[src/rtl/core/rs_two_symbol_encoder_log_domain_defines.svh]
// Assertion macros shared by the encoder RTL.
// Define NO_ASSERTIONS to compile the checks out.
`ifndef RS_TWO_SYMBOL_ENCODER_LOG_DOMAIN_DEFINES_SVH
`define RS_TWO_SYMBOL_ENCODER_LOG_DOMAIN_DEFINES_SVH
`ifndef NO_ASSERTIONS
// Property checked on every clock edge outside reset.
`define RSE_ASSERT(label, prop, msg) \
    label: assert property (@(posedge aclk) disable iff (!aresetn) (prop)) else $error(msg);
// Condition in one cycle implies a condition in the next.
`define RSE_ASSERT_NEXT(label, ante, cons, msg) \
    label: assert property (@(posedge aclk) disable iff (!aresetn) (ante) |=> (cons)) else $error(msg);
`else
`define RSE_ASSERT(label, prop, msg)
`define RSE_ASSERT_NEXT(label, ante, cons, msg)
`endif
`endif

[src/rtl/core/rse_pkg.sv]
`default_nettype none
package rse_pkg;

    localparam int FIELD_W = 10;
    localparam int SYM_W   = 11;
    localparam int POS_W   = 5;
    localparam int FS_W    = 4;
    localparam int CL_W    = 6;
    localparam int CFG_W   = 6;
    localparam int GEN_AW  = 5;

    localparam logic [FS_W-1:0]    FS_RESET   = 4'd4;
    localparam logic [CL_W-1:0]    CL_RESET   = 6'd8;
    localparam logic [FIELD_W-1:0] LVL_RESET  = 10'd15;

    // Register indexes of the configuration port
    localparam logic CFG_FIELD_SIZE  = 1'b0;
    localparam logic CFG_CODE_LENGTH = 1'b1;

    // Field element as exponent plus zero flag
    typedef struct packed {
        logic               zero;
        logic [FIELD_W-1:0] exp;
    } elem_t;

    localparam elem_t ZERO_ELEM = '{zero: 1'b1, exp: 10'h3FF};

    // Datapath operations
    typedef enum logic [4:0] {
        OP_NONE,
        OP_BSTART,
        OP_TBL,
        OP_G0,
        OP_G1,
        OP_CP_RD,
        OP_CP_WR,
        OP_UP_RD,
        OP_UP_LD,
        OP_ADD0,
        OP_ADD1,
        OP_ADD2,
        OP_ADD3,
        OP_UP_WR,
        OP_UP0,
        OP_EINIT,
        OP_E_RD,
        OP_E_LD,
        OP_E_OUT
    } op_t;

    typedef struct packed {
        op_t  op;
        logic take;
    } cmd_t;

    typedef struct packed {
        logic tbl_last;
        logic deg_more;
        logic i_one;
        logic k_last;
        logic out_free;
        logic fold_done;
    } status_t;

    // Primitive polynomial per field size
    function automatic logic [SYM_W-1:0] prim_poly(input logic [FS_W-1:0] m);
        logic [SYM_W-1:0] p;
        case (m)
            4'd2:    p = 11'h007;
            4'd3:    p = 11'h00B;
            4'd4:    p = 11'h013;
            4'd5:    p = 11'h025;
            4'd6:    p = 11'h043;
            4'd7:    p = 11'h089;
            4'd8:    p = 11'h11D;
            4'd9:    p = 11'h211;
            default: p = 11'h409;
        endcase
        return p;
    endfunction

    function automatic logic [FS_W-1:0] eff_m(input logic [FS_W-1:0] fs);
        logic [FS_W-1:0] m;
        m = fs;
        if (m < 4'd2) m = 4'd2;
        if (m > 4'd10) m = 4'd10;
        return m;
    endfunction

    function automatic logic [FIELD_W-1:0] level_of(input logic [FS_W-1:0] m);
        logic [SYM_W-1:0] t;
        t = (11'd1 << m) - 11'd1;
        return t[FIELD_W-1:0];
    endfunction

    function automatic logic [CL_W-1:0] eff_n(input logic [CL_W-1:0] cl,
                                              input logic [FIELD_W-1:0] level);
        logic [FIELD_W-1:0] t;
        t = {4'd0, cl};
        if (t > 10'd32) t = 10'd32;
        if (t > level) t = level;
        if (t < 10'd3) t = 10'd3;
        return t[CL_W-1:0];
    endfunction

    // Product: exponent sum, one conditional subtract of the level
    function automatic elem_t gf_mul(input elem_t a, input elem_t b,
                                     input logic [FIELD_W-1:0] level);
        logic [SYM_W-1:0] s;
        elem_t r;
        s = {1'b0, a.exp} + {1'b0, b.exp};
        if (s >= {1'b0, level}) s = s - {1'b0, level};
        r.zero = a.zero | b.zero;
        r.exp  = s[FIELD_W-1:0];
        return r;
    endfunction

    // One end-around fold of m-bit digits; keeps x mod (2^m - 1), never overflows
    function automatic logic [FIELD_W-1:0] fold_step(input logic [FIELD_W-1:0] x,
                                                     input logic [FS_W-1:0] m,
                                                     input logic [FIELD_W-1:0] level);
        logic [FIELD_W-1:0] hi;
        logic [FIELD_W-1:0] lo;
        hi = x >> m;
        lo = x & level;
        return hi + lo;
    endfunction

endpackage
`default_nettype wire

[src/rtl/core/rse_ctrl.sv]
`default_nettype none
`include "rs_two_symbol_encoder_log_domain_defines.svh"
module rse_ctrl (
    input  wire logic             aclk,
    input  wire logic             aresetn,
    input  wire logic             cfg_we,
    input  wire logic             s_valid,
    output logic                  s_ready,
    input  wire rse_pkg::status_t status,
    output rse_pkg::cmd_t         cmd
);

    typedef enum logic [4:0] {
        S_IDLE, S_BSTART, S_TBL, S_G0, S_G1, S_DCHK,
        S_CP_RD, S_CP_WR, S_UP_RD, S_UP_LD,
        S_ADD0, S_ADD1, S_ADD2, S_ADD3,
        S_UP_WR, S_UP0, S_EINIT, S_E_RD, S_E_LD, S_E_OUT
    } state_t;

    state_t state_reg;
    logic   gen_ready_reg;
    logic   mode_reg;      // 0: building generator, 1: encoding

    // State, generator-ready flag and add-return mode
    always_ff @(posedge aclk) begin
        if (!aresetn) begin
            state_reg     <= S_IDLE;
            gen_ready_reg <= 1'b0;
            mode_reg      <= 1'b0;
        end else begin
            unique case (state_reg)
                S_IDLE: begin
                    if (s_valid) begin
                        state_reg <= gen_ready_reg ? S_EINIT : S_BSTART;
                    end
                end
                S_BSTART: begin
                    mode_reg  <= 1'b0;
                    state_reg <= S_TBL;
                end
                S_TBL:   if (status.tbl_last) state_reg <= S_G0;
                S_G0:    state_reg <= S_G1;
                S_G1:    state_reg <= S_DCHK;
                S_DCHK: begin
                    if (status.deg_more) begin
                        state_reg <= S_CP_RD;
                    end else begin
                        gen_ready_reg <= 1'b1;
                        state_reg     <= S_EINIT;
                    end
                end
                S_CP_RD: state_reg <= S_CP_WR;
                S_CP_WR: state_reg <= S_UP_RD;
                S_UP_RD: state_reg <= S_UP_LD;
                S_UP_LD: state_reg <= S_ADD0;
                S_ADD0:  state_reg <= S_ADD1;
                S_ADD1:  state_reg <= S_ADD2;
                S_ADD2:  state_reg <= S_ADD3;
                S_ADD3:  state_reg <= mode_reg ? S_E_OUT : S_UP_WR;
                S_UP_WR: state_reg <= status.i_one ? S_UP0 : S_UP_RD;
                S_UP0:   state_reg <= S_DCHK;
                // stay while the input exponents are still being folded
                S_EINIT: begin
                    if (status.fold_done) begin
                        mode_reg  <= 1'b1;
                        state_reg <= S_E_RD;
                    end
                end
                S_E_RD:  state_reg <= S_E_LD;
                S_E_LD:  state_reg <= S_ADD0;
                S_E_OUT: begin
                    if (status.out_free) begin
                        state_reg <= status.k_last ? S_IDLE : S_E_RD;
                    end
                end
                default: state_reg <= S_IDLE;
            endcase
            // any register write forces a rebuild
            if (cfg_we) begin
                gen_ready_reg <= 1'b0;
            end
        end
    end

    assign s_ready = (state_reg == S_IDLE);

    // Command decode
    always_comb begin
        cmd.take = s_valid && (state_reg == S_IDLE);
        unique case (state_reg)
            S_BSTART: cmd.op = rse_pkg::OP_BSTART;
            S_TBL:    cmd.op = rse_pkg::OP_TBL;
            S_G0:     cmd.op = rse_pkg::OP_G0;
            S_G1:     cmd.op = rse_pkg::OP_G1;
            S_CP_RD:  cmd.op = rse_pkg::OP_CP_RD;
            S_CP_WR:  cmd.op = rse_pkg::OP_CP_WR;
            S_UP_RD:  cmd.op = rse_pkg::OP_UP_RD;
            S_UP_LD:  cmd.op = rse_pkg::OP_UP_LD;
            S_ADD0:   cmd.op = rse_pkg::OP_ADD0;
            S_ADD1:   cmd.op = rse_pkg::OP_ADD1;
            S_ADD2:   cmd.op = rse_pkg::OP_ADD2;
            S_ADD3:   cmd.op = rse_pkg::OP_ADD3;
            S_UP_WR:  cmd.op = rse_pkg::OP_UP_WR;
            S_UP0:    cmd.op = rse_pkg::OP_UP0;
            S_EINIT:  cmd.op = rse_pkg::OP_EINIT;
            S_E_RD:   cmd.op = rse_pkg::OP_E_RD;
            S_E_LD:   cmd.op = rse_pkg::OP_E_LD;
            S_E_OUT:  cmd.op = status.out_free ? rse_pkg::OP_E_OUT : rse_pkg::OP_NONE;
            default:  cmd.op = rse_pkg::OP_NONE;
        endcase
    end

    `RSE_ASSERT(a_ready_from_build, $rose(gen_ready_reg) |-> $past(state_reg == S_DCHK), "generator ready set outside build")
    `RSE_ASSERT_NEXT(a_out_hold, (state_reg == S_E_OUT) && !status.out_free, state_reg == S_E_OUT, "left output state while stalled")

endmodule
`default_nettype wire

[config.mk]
export PLATFORM = sky130hd
export DESIGN_NAME = rse_ctrl
export DESIGN_NICKNAME = d
export VERILOG_FILES = /design/src/rtl/core/rse_pkg.sv /design/src/rtl/core/rse_ctrl.sv
export VERILOG_INCLUDE_DIRS = /design/src /design/src/rtl/core
export SDC_FILE = /design/constraint.sdc
export NUM_CORES = 1
export LEC_CHECK = 0
export BUFFER_PORTS_ARGS = -buffer_cell sky130_fd_sc_hd__buf_2
export CAP_MARGIN = 20
export CORE_AREA = 2 2 42 44
export CTS_CLUSTER_SIZE = 30
export DETAILED_ROUTE_END_ITERATION = 7
export DIE_AREA = 0 0 44 46
export GPL_TIMING_DRIVEN = 1
export PLACE_DENSITY_LB_ADDON = 0.1
export SYNTH_ARGS = -nofsm -noshare
export SYNTH_HDL_FRONTEND = slang
export SYNTH_SLANG_ARGS = --single-unit
[constraint.sdc]
create_clock -name aclk -period 1.9 [get_ports aclk]
set_input_delay 0.19 -clock aclk [delete_from_list [all_inputs] [get_ports aclk]]
set_output_delay 0.19 -clock aclk [all_outputs]
set_load 0.1 [all_outputs]
==> results of run 1 <==
==> kinds of logic after synthesis <==
family | Yosys count
compound gates | 37
buf+inv | 12
xor+xnor | 3
simple gates | 48
mux | 1
flops | 7
==> layout make-up <==
| type | instances | area, sq um | area share [%] |
|---|---|---|---|
| Multi-Input combinational cell | 89 | 598 | 55.8 |
| Tap cell | 17 | 21.3 | 1.99 |
| Timing Repair Buffer | 27 | 272 | 25.4 |
| Inverter | 2 | 12.5 | 1.17 |
| Clock buffer | 4 | 26.3 | 2.45 |
| Sequential cell | 7 | 141 | 13.2 |
==> through the flow <==
stage	util [%]	area, sq um	setup slack, ps
after floorplan	-	802	-201
after global placement	64.1	1030	299
after detailed placement	64.1	1030	293
after CTS	65.7	1060	5.55
after global routing	66.4	1070	10.2
final	66.4	1070	113
==> synthesized netlist by cell type, types with 2 or more instances <==
cell / number / area share [%]
nand2_1: 13 / 6.6
nor3_1: 5 / 3.4
nand3_1: 3 / 2.0
clkbuf_1: 4 / 2.0
o31ai_1: 3 / 3.1
nor2b_1: 3 / 2.5
o21ai_0: 7 / 4.8
nor4b_1: 2 / 2.4
nor2_1: 11 / 5.6
buf_2: 4 / 2.7
nor3b_1: 2 / 2.0
a31oi_1: 4 / 3.4
o32a_1: 2 / 2.7
a21oi_1: 8 / 5.4
dfxtp_1: 7 / 19
xor2_1: 2 / 2.4
o211ai_1: 2 / 2.0
==> path summary, 6_finish.rpt <==
path | slack [ps] | from | cells past startpoint | to
max | 110 | state_reg[4]$_SDFFE_PN0P_ | 7 | cmd[3]
min | 110 | cfg_we | 2 | gen_ready_reg$_SDFFE_PP0N_
max reg2reg | 270 | state_reg[0]$_SDFFE_PN0P_ | 6 | state_reg[4]$_SDFFE_PN0P_
min reg2reg | 550 | gen_ready_reg$_SDFFE_PP0N_ | 2 | gen_ready_reg$_SDFFE_PP0N_
==> worst max-delay path, stage by stage (launching register included) <==
cell and delay (ps):
dfxtp_1 310, buf_4 170, buf_6 150, inv_6 80, nand2_1 70, o32a_1 220
o22ai_4 150, buf_12 190
==> per-layer routing <==
metal / share of wire [%] / GRT usage [%]
met1: 45 / 26.2
met2: 48 / 33.2
met3: 4.8 / 5.16
met4: 2.4 / 12.1
met5: 0 / 0
==> power by group <==
part | switching, mW | internal [mW]
clock network | 0.0533 | 0.0801
registers | 0.0636 | 0.183
logic | 1.08 | 0.664
total | 1.20 | 0.927
==> metrics.txt, run 1 <==
setup TNS 0 ps; Top FF cell, synth dfxtp_1; CTS Buffer Depth 2; minimum clock period 1790 ps; Yosys cell types 43; Hold Crit Class in2reg; synthesized area 737 sq um; Worst setup EP type primary output; power after layout approximately 2.1 mW; xor-xnor portion of the synthesized cell area around 3.6%; Iteration-0 DRC Markers 19; pin count of the biggest net entering global routing 16; f_max 560 MHz; mux contribution to synthesized area 1.36%; number of synthesized flops with an enable pin 0; Arr. time, crit path 1600 ps; initial antenna violation count 0; num rows 15; Final #Nets 140; Worst VDD drop 0.937 mV; YS warnings 0; I/O Pins 17; drt wl/cell roughly 14 um; Routed Antenna Nets 0; final wirelength between 1500 and 2000 um; via/cell ratio 6.14; number of non-filler instances in the completed layout about 150; fin. max-slew vios 0; outcome complete, no violations; DRC Markers 0; Core Box Area 0.00161 sq mm; Pre-Repair DR Iteration Count 4; I/O Buffers 16; final worst path period share a little over nine tenths; CTS resizes 0; filler cell count roughly 140; H-tree levels 1; Max Cap Viol 0; hold_ws 106 ps; most common cell after layout, fill and taps aside nand2_1; ys async rst share 0%; Slew headroom 75.1%; largest family of logic cells by synthesized area simple AND/OR/NAND/NOR gates; starting density of the core around 46%; leading cell types in the layout, fill and taps excluded nand2_1, nor2_1, buf_4, buf_2, a21oi_1; Worst Max-Slew Pin Slew 372 ps; global-route usage over all layers 21.2%; Clock transition at path regs 50 ps; layout cell share with drive strength beyond 1 32.6%; die width approximately 44 um; Placer Congestion approximately 0.93; root buffer cell clkbuf_4; final hold vios 0; PD cells about 2000 mW/mm^2; Synth Instances 108; CTS tree built; data required time of the worst path around 1700 ps; syn avg cell area between 6 and 7 sq um; area delta synth->final 45.3%; via count 896; max reg flops 5; RSZ-0062 raised after global routing no; vias in the first global route 753; first-pass GRT wire length 3160 um; Crit Path Max Fanout 9; Setup crit start kind flop; setup bufs post-CTS 0; grt ovf 0; Final setup viols 0; # hold bufs at CTS 0; Die Ht around 46 um; DP Cell Count between 100 and 150; Compound-Gate Fraction of Synth Area between 30% and 40%; Crit Path Category reg2out; sequential area share after synthesis 19.0%; Clock Latency Late Sink 250 ps; TritonCTS buffer count 3; FF+latch count, synth 7; clock sinks 7; diodes inserted 0; Synth Area in Simple Gates about a third; clk_skew roughly 9 ps; die area 0.00202 sq mm; adder-cell share of the synthesized area 0%; hpwl dp between 1500 and 2000 um; syn nets roughly 120; Leak 0.442 nW
(Power assumes the default switching activity.)
==> inputs of run 2 (changes only) <==
--- a/config.mk
+++ b/config.mk
@@ -14,6 +14,7 @@
 export DIE_AREA = 0 0 44 46
 export GPL_TIMING_DRIVEN = 1
 export PLACE_DENSITY_LB_ADDON = 0.1
+export SETUP_SLACK_MARGIN = 0.4
 export SYNTH_ARGS = -nofsm -noshare
 export SYNTH_HDL_FRONTEND = slang
 export SYNTH_SLANG_ARGS = --single-unit
==> run 2 against run 1 <==
Global-route usage increased by 4.6 points. Sequential cell count unchanged. Clock power about the same.
==> metrics.txt, run 2 (synthesis gave the netlist of run 1 again) <==
outcome complete, no violations; data required time of the worst path 1710 ps (about the same); Sw Share 54.0% (-2.5 points); Clock transition at path regs 50 ps (about the same); I/O Buffers 16 (unchanged); clock sinks 7 (unchanged); Worst Max-Slew Pin Slew 322 ps (-49.6 ps); num rows 15 (unchanged); final worst path period share 87.0% (-7.1 points); TritonCTS buffer count 3 (unchanged); initial antenna violation count 0 (unchanged); pin count of the biggest net entering global routing 15 (-1); die width 44 um (unchanged); Arr. time, crit path 1460 ps (-140 ps); clock power share 5.6% (-0.7 points); diodes inserted 0 (unchanged); Final setup viols 0 (unchanged); r2r setup slk 290 ps (+20 ps); Final #Nets 151 (+7.9%); first-pass GRT wire length 3760 um (+19%); Pint 1.11 mW (+20%); Placer Congestion 0.881 (-5.5%); CTS tree built; layout cell share with drive strength beyond 1 47.9% (+15 points); Combinational Power Share 82.2% (about the same); RSZ-0062 raised after global routing yes; f_max 605 MHz (+8.1%); Core Box Area 0.00161 sq mm (unchanged); Clock Latency Late Sink 250 ps (about the same); Crit Path Max Fanout 9 (unchanged); I/O Pins 17 (unchanged); CTS Buffer Depth 2 (unchanged); via/cell ratio 5.96 (-2.9%); Pre-Repair DR Iteration Count 4 (unchanged); Iteration-0 DRC Markers 36 (+17); FF-to-FF Start state_reg[4]$_SDFFE_PN0P_; setup TNS 0 ps (unchanged); CP Launch Point state_reg[4]$_SDFFE_PN0P_; global-route usage over all layers 25.8% (+4.6 points); Max Cap Viol 0 (unchanged); H-tree levels 1 (unchanged); Leak 0.521 nW (+18%); hold_ws 97.3 ps (-9.09 ps); Slew headroom 78.2% (+3.1 points); vias in the first global route 785 (+4.2%); minimum clock period 1650 ps (-134 ps); filler cell count 103 (-24%); Hold Crit Class in2reg; max reg flops 5 (unchanged); area delta synth->final 71.6%; leading cell types in the layout, fill and taps excluded buf_4, nand2_1, nor2_1, buf_2, buf_12; Worst VDD drop 1.31 mV (+40%); Worst setup EP type primary output; via count 936 (+4.5%); CP peak stage delay 380 ps (+70 ps); clk_skew 0.150 ps (-8.74 ps); DRC Markers 0 (unchanged); hold path start cfg_we; root buffer cell clkbuf_4; most common cell after layout, fill and taps aside buf_4; Setup crit start kind flop; Reg power frac 12.2% (+0.6 points); grt ovf 0 (unchanged); Routed Antenna Nets 0 (unchanged); hold path cells 2 (unchanged); starting density of the core 45.7% (unchanged); Die Ht 46 um (unchanged); drt wl/cell 15.8 um (+16%); switching pwr 1.30 mW (+8.4%); PD cells 1910 mW/mm^2 (-4.0%); worst r2r path cells 6 (unchanged); Cell Chain, Critical Path xnor2_1 > o32a_1 > o22ai_4 > buf_12; die area 0.00202 sq mm (unchanged); final hold vios 0 (unchanged); fin. max-slew vios 0 (unchanged); CP max stage cell dfxtp_4; Crit Path Category reg2out; final wirelength 2490 um (+25%); hpwl dp 1530 um (-0.20%)
## run 2: cell count changes in the layout (fill, tap and decap cells not counted), moves of 2 or more
cell,previous run,this run
o21ai_0,6,4
nor3_1,4,1
nor2_4,0,2
dfxtp_4,0,5
nor3_2,0,3
o21ai_1,1,3
buf_4,10,16
dfxtp_1,6,2
buf_6,1,4
## run 2: power groups by stage
stage	Sequential [mW]	Clock (mW)	Combinational, mW
floorplan	0.225	0	1.34
global placement	0.298	0	1.73
detailed placement	0.300	0	1.75
CTS	0.287	0.140	1.93
global route	0.299	0.146	2.07
finish	0.294	0.134	1.98
## run 2: path summary, 6_finish.rpt
path,endpoint
max,cmd[3]
min reg2reg,gen_ready_reg$_SDFFE_PP0N_
max reg2reg,state_reg[4]$_SDFFE_PN0P_
min,gen_ready_reg$_SDFFE_PP0N_
## run 2: worst max-delay path: cells and delay by family, from the launching register on
family                 cells  cell delay, ps
AO/OA/AOI/OAI              2             490
XOR/XNOR                   1             140
buffers and inverters      1             190
flip-flops                 1             380
## run 2: metrics by stage
stage | util (%) | cell area (sq um) | power, mW | instances | worst slack (ps)
finish | 78.4 | 1260 | 2.41 | 157 | 247
global placement | 65.5 | 1060 | 2.03 | 140 | 328
floorplan | - | 885 | 1.57 | 108 | 121
detailed placement | 65.5 | 1060 | 2.05 | 140 | 287
CTS | 76.4 | 1230 | 2.36 | 155 | 244
global route | 78.4 | 1260 | 2.51 | 157 | 208
## run 2: metal layers
metal / GRT usage, % / up-vias / wire length [um]
met5: 0 / - / 0
met1: 35.5 / 432 / 1060
met3: 7.14 / 0 / 172
met2: 42.6 / 43 / 1260
met4: 0 / 0 / 0
li1: - / 461 / -
## run 2: timing repair
item                                    CTS  global route
hold buffers                              0             0
pin swaps                                 5             4
resized for setup                        22             6
endpoints found under the setup margin   10            12
setup buffers                            11             2
## run 2: cell type report
cell class,count,area [sq um],share of cell area (%)
sequential,7,159,12.6
multi-input combinational,89,666,52.6
timing repair buffer,38,385,30.5
inverter,2,7.51,0.593
tap,17,21.3,1.68
clock buffer,4,26.3,2.08
